`src/rtl/bdll_pkg.sv`:
```
// bdll_pkg: shared types and constants for the bounded doubly linked list
// no dependencies; imported by every rtl module of the block
package bdll_pkg;

    localparam int NODES = 64;
    localparam int IW = $clog2(NODES);
    localparam int LW = $clog2(NODES + 1);
    localparam int QDEPTH = 2;

    localparam logic [LW-1:0] NIL = LW'(NODES);

    typedef enum logic [2:0] {
        OP_INS_FRONT = 3'd0,
        OP_INS_BACK  = 3'd1,
        OP_INS_KEY   = 3'd2,
        OP_REM_FRONT = 3'd3,
        OP_REM_BACK  = 3'd4,
        OP_REM_VAL   = 3'd5,
        OP_NOP6      = 3'd6,
        OP_NOP7      = 3'd7
    } t_op;

    typedef enum logic [1:0] {
        ST_DONE     = 2'd0,
        ST_FULL     = 2'd1,
        ST_EMPTY    = 2'd2,
        ST_NOTFOUND = 2'd3
    } t_status;

    typedef struct packed {
        logic [2:0]         opcode;
        logic signed [31:0] value;
        logic signed [31:0] key;
    } t_in;

    typedef struct packed {
        logic [1:0] status;
        logic [6:0] occupancy;
    } t_out;

    typedef struct packed {
        t_op                op;
        logic signed [31:0] value;
        logic signed [31:0] target;
    } t_cmd;

    typedef enum logic [3:0] {
        S_IDLE,
        S_CLEAR,
        S_DECIDE,
        S_SRCH_RD,
        S_SRCH_CMP,
        S_RD_PREV,
        S_RD_NEXT,
        S_LINK,
        S_DONE
    } t_state;

endpackage

```
`src/rtl/bdll_front.sv`:
```
// bdll_front: accepts command transactions and classifies them into engine commands
// depends on bdll_pkg; feeds the command queue in bdll_queue
module bdll_front import bdll_pkg::*; (
    input  logic i_clk,
    input  logic i_rst_n,
    input  logic i_start,
    input  t_in  i_item,
    input  logic i_q_full,
    output logic o_busy,
    output logic o_push,
    output t_cmd o_cmd
);

    logic r_pend;

    assign o_busy = r_pend | i_q_full;
    assign o_push = i_start & ~o_busy;

    always_comb begin
        o_cmd.op     = t_op'(i_item.opcode);
        o_cmd.value  = i_item.value;
        o_cmd.target = (i_item.opcode == OP_INS_KEY) ? i_item.key : i_item.value;
    end

    // one transaction in flight: sequential service
    always_ff @(posedge i_clk) begin
        if (!i_rst_n) begin
            r_pend <= 1'b0;
        end else if (o_push) begin
            r_pend <= 1'b1;
        end else if (i_q_full == 1'b0 && r_pend) begin
            r_pend <= 1'b0;
        end
    end

endmodule

```
`src/rtl/bdll_queue.sv`:
```
// bdll_queue: short command queue between front and engine
// depends on bdll_pkg
module bdll_queue import bdll_pkg::*; (
    input  logic i_clk,
    input  logic i_rst_n,
    input  logic i_push,
    input  t_cmd i_cmd,
    input  logic i_pop,
    output logic o_full,
    output logic o_valid,
    output t_cmd o_cmd
);

    localparam int PW = $clog2(QDEPTH);

    t_cmd             r_mem [QDEPTH];
    logic [PW-1:0]    r_wp;
    logic [PW-1:0]    r_rp;
    logic [PW:0]      r_cnt;

    assign o_full  = (r_cnt == (PW+1)'(QDEPTH));
    assign o_valid = (r_cnt != '0);
    assign o_cmd   = r_mem[r_rp];

    always_ff @(posedge i_clk) begin
        if (i_push && !o_full) begin
            r_mem[r_wp] <= i_cmd;
        end
    end

    always_ff @(posedge i_clk) begin
        if (!i_rst_n) begin
            r_wp  <= '0;
            r_rp  <= '0;
            r_cnt <= '0;
        end else begin
            if (i_push && !o_full) begin
                r_wp <= r_wp + 1'b1;
            end
            if (i_pop && o_valid) begin
                r_rp <= r_rp + 1'b1;
            end
            r_cnt <= r_cnt + (PW+1)'(i_push && !o_full) - (PW+1)'(i_pop && o_valid);
        end
    end

endmodule

```
`src/rtl/bdll_engine.sv`:
```
// bdll_engine: list engine with node store, free list, search walk and relink
// depends on bdll_pkg; consumes commands from bdll_queue
module bdll_engine import bdll_pkg::*; (
    input  logic i_clk,
    input  logic i_rst_n,
    input  logic i_valid,
    input  t_cmd i_cmd,
    output logic o_pop,
    output logic o_idle,
    output logic o_strobe,
    output t_out o_result
);

    logic signed [31:0] r_val_mem  [NODES];
    logic [LW-1:0]      r_next_mem [NODES];
    logic [LW-1:0]      r_prev_mem [NODES];

    t_state r_state, n_state;
    logic [IW-1:0] r_clr;
    logic [LW-1:0] r_front, r_back, r_free, r_cnt;
    t_cmd          r_cmd;
    logic [LW-1:0] r_q, r_n, r_p, r_s, r_cur;
    logic [LW-1:0] r_steps;
    logic signed [31:0] r_rd_val;
    logic [LW-1:0] r_rd_next, r_rd_prev;
    logic [1:0]    r_st;
    logic          r_strobe;

    logic [IW-1:0] rd_addr;
    logic          full, empty;
    logic          srch_hit, srch_last;

    assign full  = (r_free == NIL);
    assign empty = (r_front == NIL) || (r_back == NIL);
    assign srch_hit  = (r_rd_val == r_cmd.target);
    assign srch_last = (r_rd_next == NIL) || (r_steps == LW'(NODES - 1));

    // single read port per array, registered
    always_ff @(posedge i_clk) begin
        r_rd_val  <= r_val_mem[rd_addr];
        r_rd_next <= r_next_mem[rd_addr];
        r_rd_prev <= r_prev_mem[rd_addr];
    end

    always_comb begin
        n_state = r_state;
        unique case (r_state)
            S_CLEAR:   if (r_clr == IW'(NODES - 1)) n_state = S_IDLE;
            S_IDLE:    if (i_valid) n_state = S_DECIDE;
            S_DECIDE: begin
                unique case (r_cmd.op)
                    OP_INS_FRONT, OP_INS_BACK: n_state = full ? S_DONE : S_RD_PREV;
                    OP_INS_KEY: n_state = (full || r_front == NIL) ? S_DONE : S_SRCH_RD;
                    OP_REM_FRONT, OP_REM_BACK: n_state = empty ? S_DONE : S_RD_PREV;
                    OP_REM_VAL: n_state = empty ? S_DONE : S_SRCH_RD;
                    default:    n_state = S_DONE;
                endcase
            end
            S_SRCH_RD: n_state = S_SRCH_CMP;
            S_SRCH_CMP: begin
                if (srch_hit) n_state = S_RD_PREV;
                else if (srch_last) n_state = S_DONE;
                else n_state = S_SRCH_RD;
            end
            S_RD_PREV: n_state = S_RD_NEXT;
            S_RD_NEXT: n_state = S_LINK;
            S_LINK:    n_state = S_DONE;
            S_DONE:    n_state = S_IDLE;
            default:   n_state = S_IDLE;
        endcase
    end

    always_comb begin
        o_pop  = (r_state == S_IDLE) && i_valid;
        o_idle = (r_state == S_IDLE) && !i_valid;
        unique case (r_state)
            S_SRCH_RD: rd_addr = r_cur[IW-1:0];
            S_RD_NEXT: rd_addr = r_n[IW-1:0];
            default:   rd_addr = r_q[IW-1:0];
        endcase
    end

    assign o_strobe = r_strobe;
    assign o_result.status    = r_st;
    assign o_result.occupancy = 7'(r_cnt);

    always_ff @(posedge i_clk) begin
        if (!i_rst_n) begin
            r_state  <= S_CLEAR;
            r_clr    <= '0;
            r_front  <= NIL;
            r_back   <= NIL;
            r_free   <= '0;
            r_cnt    <= '0;
            r_strobe <= 1'b0;
        end else begin
            r_strobe <= (r_state == S_DONE);
            r_state  <= n_state;
            unique case (r_state)
                S_CLEAR: begin
                    r_next_mem[r_clr] <= LW'(r_clr) + 1'b1;
                    r_clr <= r_clr + 1'b1;
                end
                S_IDLE: begin
                    if (i_valid) begin
                        r_cmd <= i_cmd;
                    end
                end
                S_DECIDE: begin
                    r_n     <= r_free;
                    r_cur   <= r_front;
                    r_steps <= '0;
                    unique case (r_cmd.op)
                        OP_INS_FRONT, OP_INS_BACK, OP_INS_KEY: begin
                            if (full) r_st <= ST_FULL;
                            else if (r_cmd.op == OP_INS_KEY && r_front == NIL)
                                r_st <= ST_NOTFOUND;
                            else r_st <= ST_DONE;
                            r_q <= (r_cmd.op == OP_INS_FRONT) ? r_front : NIL;
                        end
                        OP_REM_FRONT, OP_REM_BACK, OP_REM_VAL: begin
                            r_st <= empty ? ST_EMPTY : ST_DONE;
                            r_q  <= (r_cmd.op == OP_REM_FRONT) ? r_front : r_back;
                        end
                        default: r_st <= ST_DONE;
                    endcase
                end
                S_SRCH_CMP: begin
                    if (srch_hit) begin
                        r_q <= r_cur;
                    end else if (srch_last) begin
                        r_st <= ST_NOTFOUND;
                    end else begin
                        r_cur   <= r_rd_next;
                        r_steps <= r_steps + 1'b1;
                    end
                end
                S_RD_NEXT: begin
                    r_p <= r_rd_prev;
                    r_s <= r_rd_next;
                end
                S_LINK: begin
                    if (r_cmd.op == OP_INS_FRONT || r_cmd.op == OP_INS_BACK ||
                        r_cmd.op == OP_INS_KEY) begin
                        r_val_mem[r_n[IW-1:0]] <= r_cmd.value;
                        r_free <= r_rd_next;
                        r_cnt  <= r_cnt + 1'b1;
                        if (r_cmd.op == OP_INS_BACK || empty) begin
                            r_prev_mem[r_n[IW-1:0]] <= r_back;
                            r_next_mem[r_n[IW-1:0]] <= NIL;
                            if (empty) r_front <= r_n;
                            else r_next_mem[r_back[IW-1:0]] <= r_n;
                            r_back <= r_n;
                        end else begin
                            r_prev_mem[r_n[IW-1:0]] <= r_p;
                            r_next_mem[r_n[IW-1:0]] <= r_q;
                            r_prev_mem[r_q[IW-1:0]] <= r_n;
                            if (r_p != NIL) r_next_mem[r_p[IW-1:0]] <= r_n;
                            else r_front <= r_n;
                        end
                    end else begin
                        if (r_p != NIL) r_next_mem[r_p[IW-1:0]] <= r_s;
                        else r_front <= r_s;
                        if (r_s != NIL) r_prev_mem[r_s[IW-1:0]] <= r_p;
                        else r_back <= r_p;
                        r_next_mem[r_q[IW-1:0]] <= r_free;
                        r_free <= r_q;
                        r_cnt  <= r_cnt - 1'b1;
                    end
                end
                default: ;
            endcase
        end
    end

    property p_count_range;
        @(posedge i_clk) disable iff (!i_rst_n) r_cnt <= LW'(NODES);
    endproperty
    assert property (p_count_range) else $error("entry count out of range");

    property p_empty_count;
        @(posedge i_clk) disable iff (!i_rst_n)
            (r_state == S_IDLE && r_front == NIL) |-> (r_cnt == '0);
    endproperty
    assert property (p_empty_count) else $error("empty list with nonzero count");

    property p_full_free;
        @(posedge i_clk) disable iff (!i_rst_n)
            (r_state == S_IDLE && r_cnt == LW'(NODES)) |-> (r_free == NIL);
    endproperty
    assert property (p_full_free) else $error("full count with free node");

endmodule

```
`src/rtl/bounded_doubly_linked_list.sv`:
```
// bounded_doubly_linked_list: top level, front classifier, command queue, list engine
// depends on bdll_pkg, bdll_front, bdll_queue, bdll_engine
//
// usage: drive i_item and raise start; the transaction is taken on an edge
// where busy is low. one result per transaction appears on o_result for
// exactly one cycle with o_done high; the receiver cannot stall it.
// a transaction that only returns a status (store full, list empty, insert
// before key into an empty list, unused opcode) goes straight to S_DONE.
// front and back inserts and removes read in S_RD_PREV and S_RD_NEXT, then
// relink in S_LINK. searches (insert before key, remove value) walk from the
// front with a read and a compare state per entry visited, bound by the
// single registered read port of the node store; a miss ends at the tail.
// one transaction at a time: busy stays high until the result has been
// reported and the engine is idle again.
// reset: i_rst_n low synchronously clears control state, then a clearing
// pass over all NODES entries chains the free list; busy stays high meanwhile.
module bounded_doubly_linked_list import bdll_pkg::*; (
    input  logic i_clk,
    input  logic i_rst_n,
    input  logic start,
    input  t_in  i_item,
    output logic busy,
    output logic o_done,
    output t_out o_result
);

    logic q_full, push, pop, q_valid, e_idle, f_busy;
    t_cmd f_cmd, q_cmd;
    logic r_wait;

    bdll_front u_front (
        .i_clk(i_clk), .i_rst_n(i_rst_n), .i_start(start), .i_item(i_item),
        .i_q_full(q_full | r_wait), .o_busy(f_busy), .o_push(push), .o_cmd(f_cmd)
    );

    bdll_queue u_queue (
        .i_clk(i_clk), .i_rst_n(i_rst_n), .i_push(push), .i_cmd(f_cmd),
        .i_pop(pop), .o_full(q_full), .o_valid(q_valid), .o_cmd(q_cmd)
    );

    bdll_engine u_engine (
        .i_clk(i_clk), .i_rst_n(i_rst_n), .i_valid(q_valid), .i_cmd(q_cmd),
        .o_pop(pop), .o_idle(e_idle), .o_strobe(o_done), .o_result(o_result)
    );

    // hold off new work until the current transaction has reported
    always_ff @(posedge i_clk) begin
        if (!i_rst_n) begin
            r_wait <= 1'b1;
        end else if (push) begin
            r_wait <= 1'b1;
        end else if (e_idle && !q_valid && !o_done) begin
            r_wait <= 1'b0;
        end
    end

    assign busy = f_busy | r_wait;

endmodule

```
`config.mk`:
```
export PLATFORM = sky130hd
export DESIGN_NAME = bounded_doubly_linked_list
export DESIGN_NICKNAME = d
export VERILOG_FILES = /design/src/rtl/bdll_pkg.sv /design/src/rtl/bdll_front.sv /design/src/rtl/bdll_queue.sv /design/src/rtl/bdll_engine.sv /design/src/rtl/bounded_doubly_linked_list.sv
export SDC_FILE = /design/constraint.sdc
export NUM_CORES = 2
export LEC_CHECK = 0
export BUFFER_PORTS_ARGS = -buffer_cell sky130_fd_sc_hd__clkbuf_2
export CORE_ASPECT_RATIO = 0.75
export CORE_MARGIN = 1
export CORE_UTILIZATION = 53
export DETAILED_ROUTE_END_ITERATION = 6
export PLACE_DENSITY = 0.68
export SLEW_MARGIN = 10
export SYNTH_ARGS = -nofsm -noshare
export SYNTH_HDL_FRONTEND = slang
export SYNTH_SLANG_ARGS = --single-unit
```
`constraint.sdc`:
```
create_clock -name i_clk -period 8.73 [get_ports i_clk]
set_input_delay 1.746 -clock i_clk [delete_from_list [all_inputs] [get_ports i_clk]]
set_output_delay 1.746 -clock i_clk [all_outputs]
set_load 0.05 [all_outputs]
```
==> impl_metrics.py <==
metrics = {
    "status": {
        "status": "complete, but fails checks",
        "violations": "DRC, capacitance limit, slew limit",
    },
    "floorplanning": {
        "initial_utilization": 0.533,
        "die_h_um": 445,
        "fp.coreArea_um2": 260000,
        "die_area_um2": 263000,
        "num_rows": 162,
        "die-width_um": 592,
        "io_pins": 81,
    },
    "run": {
        "max_cap_violations": 1,
    },
    "cts": {
        "cts_resized": 0,
        "clock_latency_ns": 0.89,
        "numCtsBuffers": 316,
        "clk_pin_slew_ns": 0.06,
        "cts_max_level": 5,
        "clk_path_buf_depth": 4,
        "root_buffer": "clkbuf_16",
        "cts_setup_buffers": 0,
        "hold_buffers": 0,
        "cts_tree": "yes",
        "clock_sinks": 3280,
    },
    "sta": {
        "slew_viol_final": 2,
        "post-route-period-util": 0.664,
        "fmax_ghz": 0.173,
        "period_minus_slack_ns": 5.79,
        "setup_violations": 0,
        "timing.setup.tns_ns": 0,
        "skew_ns": 0.0501,
        "whs_ns": 0.405,
        "relSlewSlack": -0.0441,
        "rsz0062_at_grt": "false",
        "finalHoldViolations": 0,
        "fin_ws_ns": 2.94,
        "worst_slew_pin_slew_ns": 1.53,
    },
    "min_path": {
        "hold_depth": 0,
        "hp-class": "register to register",
        "min_to": "u_engine.r_p[3]",
        "hold_start": "u_engine.r_rd_prev[3]",
    },
    "yosys": {
        "yosysSeqAreaShare": 0.705,
        "synth.distinct_cells": 89,
        "synth_enable_flop_cells": 3189,
        "ys_ff_latch": 3280,
        "syn-num-nets": 9458,
        "syn_area_um2": 138000,
        "synth_cells": 9378,
        "ys.flop_type": "edfxtp_1",
        "ys_warn_count": 0,
        "synthXorXnorAreaFrac": 0.00379,
        "synth_top_family_by_area": "multiplexers",
        "synthMuxAreaShare": 0.117,
        "synth-simple-area-share": 0.0755,
        "synth_fa_ha_area_frac": 0.000958,
        "synth-compound-area-share": 0.0742,
        "syn_area_per_cell_um2": 14.8,
        "async_flop_share": 0,
    },
    "placed_design": {
        "pre_cts_ws_ns": 2.71,
        "hpwl_um": 242000,
        "gp_congestion": 0.936,
        "placed_area_um2": 143000,
        "io_buffers": 80,
    },
    "drt": {
        "dr.pass1.iters": 7,
        "drc": 2,
        "wl_um": 411000,
        "vias": 86100,
        "viasPerCell": 6.64,
        "post_drt_wl_per_cell_um": 31.7,
        "final_antenna_net_count": 0,
        "drt_iter0_drc": 13200,
    },
    "worst_setup_path": {
        "cp_num_cells": 9,
        "cpPeakStageDelay_ns": 1.17,
        "crit_fanout": 46,
        "crit_chain": "xor2_1 > a21oi_1 > nor2_4 > buf_4 > a211oi_1 > nor4_1 > nor4b_1 > o22ai_1 > or3_1",
        "worst-setup-path-type": "register to register",
        "worstSetupEndpointType": "register",
        "critPathArrivalTime_ns": 6.56,
        "worstSetupStartpointType": "register",
        "path_buf_inv": 1,
        "rr_endpoint": "u_engine.r_rd_val[13]",
        "crit_required_ns": 9.50,
        "worst_r2r_path_depth": 9,
        "reg2reg_from": "u_engine.r_state[0]",
        "r2r_setup_slack_ns": 2.94,
        "slowest_stage": "nor4b_1",
        "crit_family": "simple AND/OR/NAND/NOR gates",
    },
    "grt": {
        "overflow": 0,
        "grt_util_all_layers": 0.308,
        "grt_max_degree": 162,
        "antenna_found_initial": 27,
        "first_global_vias": 81900,
        "grt_first_pass_wirelength_um": 583000,
    },
    "layout": {
        "fin_area_um2": 153000,
        "final_util": 0.589,
        "area_delta_synth_final_pct": 10.6,
        "final_layout_size_suffix_gt1_frac": 0.158,
        "finalNetCount": 9359,
    },
    "pwr": {
        "p_leak_nw": 49.4,
        "power_density_nw_per_um2": 201,
        "peakVddDrop_v": 0.000156,
    },
}
## worst max-delay path by stage
stage                             start                          to
floorplan                         start         u_queue.r_mem[0][0]
global placement    u_engine.r_state[2]        u_engine.r_rd_val[6]
detailed placement              i_rst_n  u_engine.r_prev_mem[23][6]
CTS                 u_engine.r_state[2]       u_engine.r_rd_val[13]
global route        u_engine.r_state[0]       u_engine.r_rd_val[13]
finish              u_engine.r_state[0]       u_engine.r_rd_val[13]
## power breakdown
part	switching, mW	total (mW)	internal [mW]
Clock	5.88	13.5	7.65
Sequential	0.0122	17.1	17.1
Combinational	0.133	0.206	0.0733
Total	6.02	30.8	24.8
## cells in the final DEF (no fill, tap or decap), types with 19 or more instances in the layout
master / count
xor2_1: 44
clkbuf_16: 322
a32oi_1: 61
nor2_4: 81
nor2_1: 416
dfxtp_1: 90
a2111oi_0: 102
edfxtp_1: 3189
nand4_1: 53
nor2_2: 40
o21ai_0: 143
o22ai_1: 128
clkbuf_2: 80
a21oi_1: 677
nor3_1: 22
nand2_1: 1344
buf_4: 231
a211o_1: 36
clkinv_1: 44
clkinv_2: 52
a211oi_1: 88
clkbuf_1: 74
bufinv_16: 24
nor2b_1: 27
a22oi_1: 81
mux4_2: 308
nor4_1: 30
nand3_1: 257
inv_1: 19
a31oi_1: 129
mux2i_1: 675
mux2_2: 209
a22o_1: 39
## cell usage after synthesis (all sizes together), types with 44 or more instances
library cell / n / area share
a32oi: 61 / 0.0039
o22ai: 129 / 0.0058
mux2: 212 / 0.017
mux2i: 691 / 0.050
o21ai: 159 / 0.0059
clkbuf: 453 / 0.012
dfxtp: 91 / 0.013
edfxtp: 3189 / 0.69
a22oi: 81 / 0.0044
nand2: 1353 / 0.037
a21oi: 684 / 0.025
nand3: 259 / 0.0094
nor2: 537 / 0.016
a2111oi: 119 / 0.0075
a211oi: 90 / 0.0049
buf: 289 / 0.010
a31oi: 132 / 0.0060
xor2: 44 / 0.0028
nand4: 53 / 0.0024
mux4: 308 / 0.050
## registers in the layout, summed over array words and instances (netlist names), 4 cells and up
name                 cells
u_engine.r_front         7
u_engine.r_state         4
u_engine.r_p             7
u_engine.r_steps         7
u_engine.r_prev_mem    448
u_engine.r_cmd          67
u_engine.r_rd_val       32
u_engine.r_q             7
u_engine.r_next_mem    448
u_queue.r_mem          134
u_engine.r_clr           6
u_engine.r_n             7
u_engine.r_cnt           7
u_engine.r_rd_prev       7
u_engine.r_s             7
u_engine.r_back          7
u_engine.r_free          7
u_engine.r_cur           7
u_engine.r_rd_next       7
u_engine.r_val_mem    2048
## layer usage
metal,GRT usage,vias to the layer above,wire length (um),part of all wire
met5,0,-,70,0.00017
met4,0.101,10,14400,0.035
met3,0.103,787,60500,0.15
met2,0.432,5860,173000,0.42
met1,0.453,43500,163000,0.40
li1,-,36000,-,-
## worst register-to-register path, cell delays in order, from the launching register on
cell and delay (ns):
dfxtp_1 0.81, xor2_1 0.59, a21oi_1 0.40, nor2_4 0.54, buf_4 0.75, a211oi_1 0.17
nor4_1 0.32, nor4b_1 1.17, o22ai_1 0.47, or3_1 0.49
## kinds of logic (layout without fill, tap and decap cells)
kind of cell	Yosys count	after routing
flops	3280	3280
simple gates	2425	2425
compound gates	1632	1632
mux	1211	1211
buf+inv	761	905
xor+xnor	59	59
fa+ha+maj	10	10
other cells	0	10
## area by class of cell
cell class	count	area [um^2]
Inverter	19	71.3
Sequential cell	3280	97600
Tap cell	3444	4310
Multi-Input combinational cell	5337	38700
Fill cell	19400	107000
Timing Repair Buffer	325	2390
Clock inverter	149	1460
Clock buffer	412	8560
Antenna cell	10	25.0
## metrics by stage
stage | total power [mW] | cells
global placement | 17.6 | 12400
global route | 31.4 | 13000
detailed placement | 17.6 | 12400
CTS | 30.9 | 13000
floorplan | 17.5 | 9378
finish | 30.8 | 13000
No activity file was read; power rests on OpenSTA's default activity.
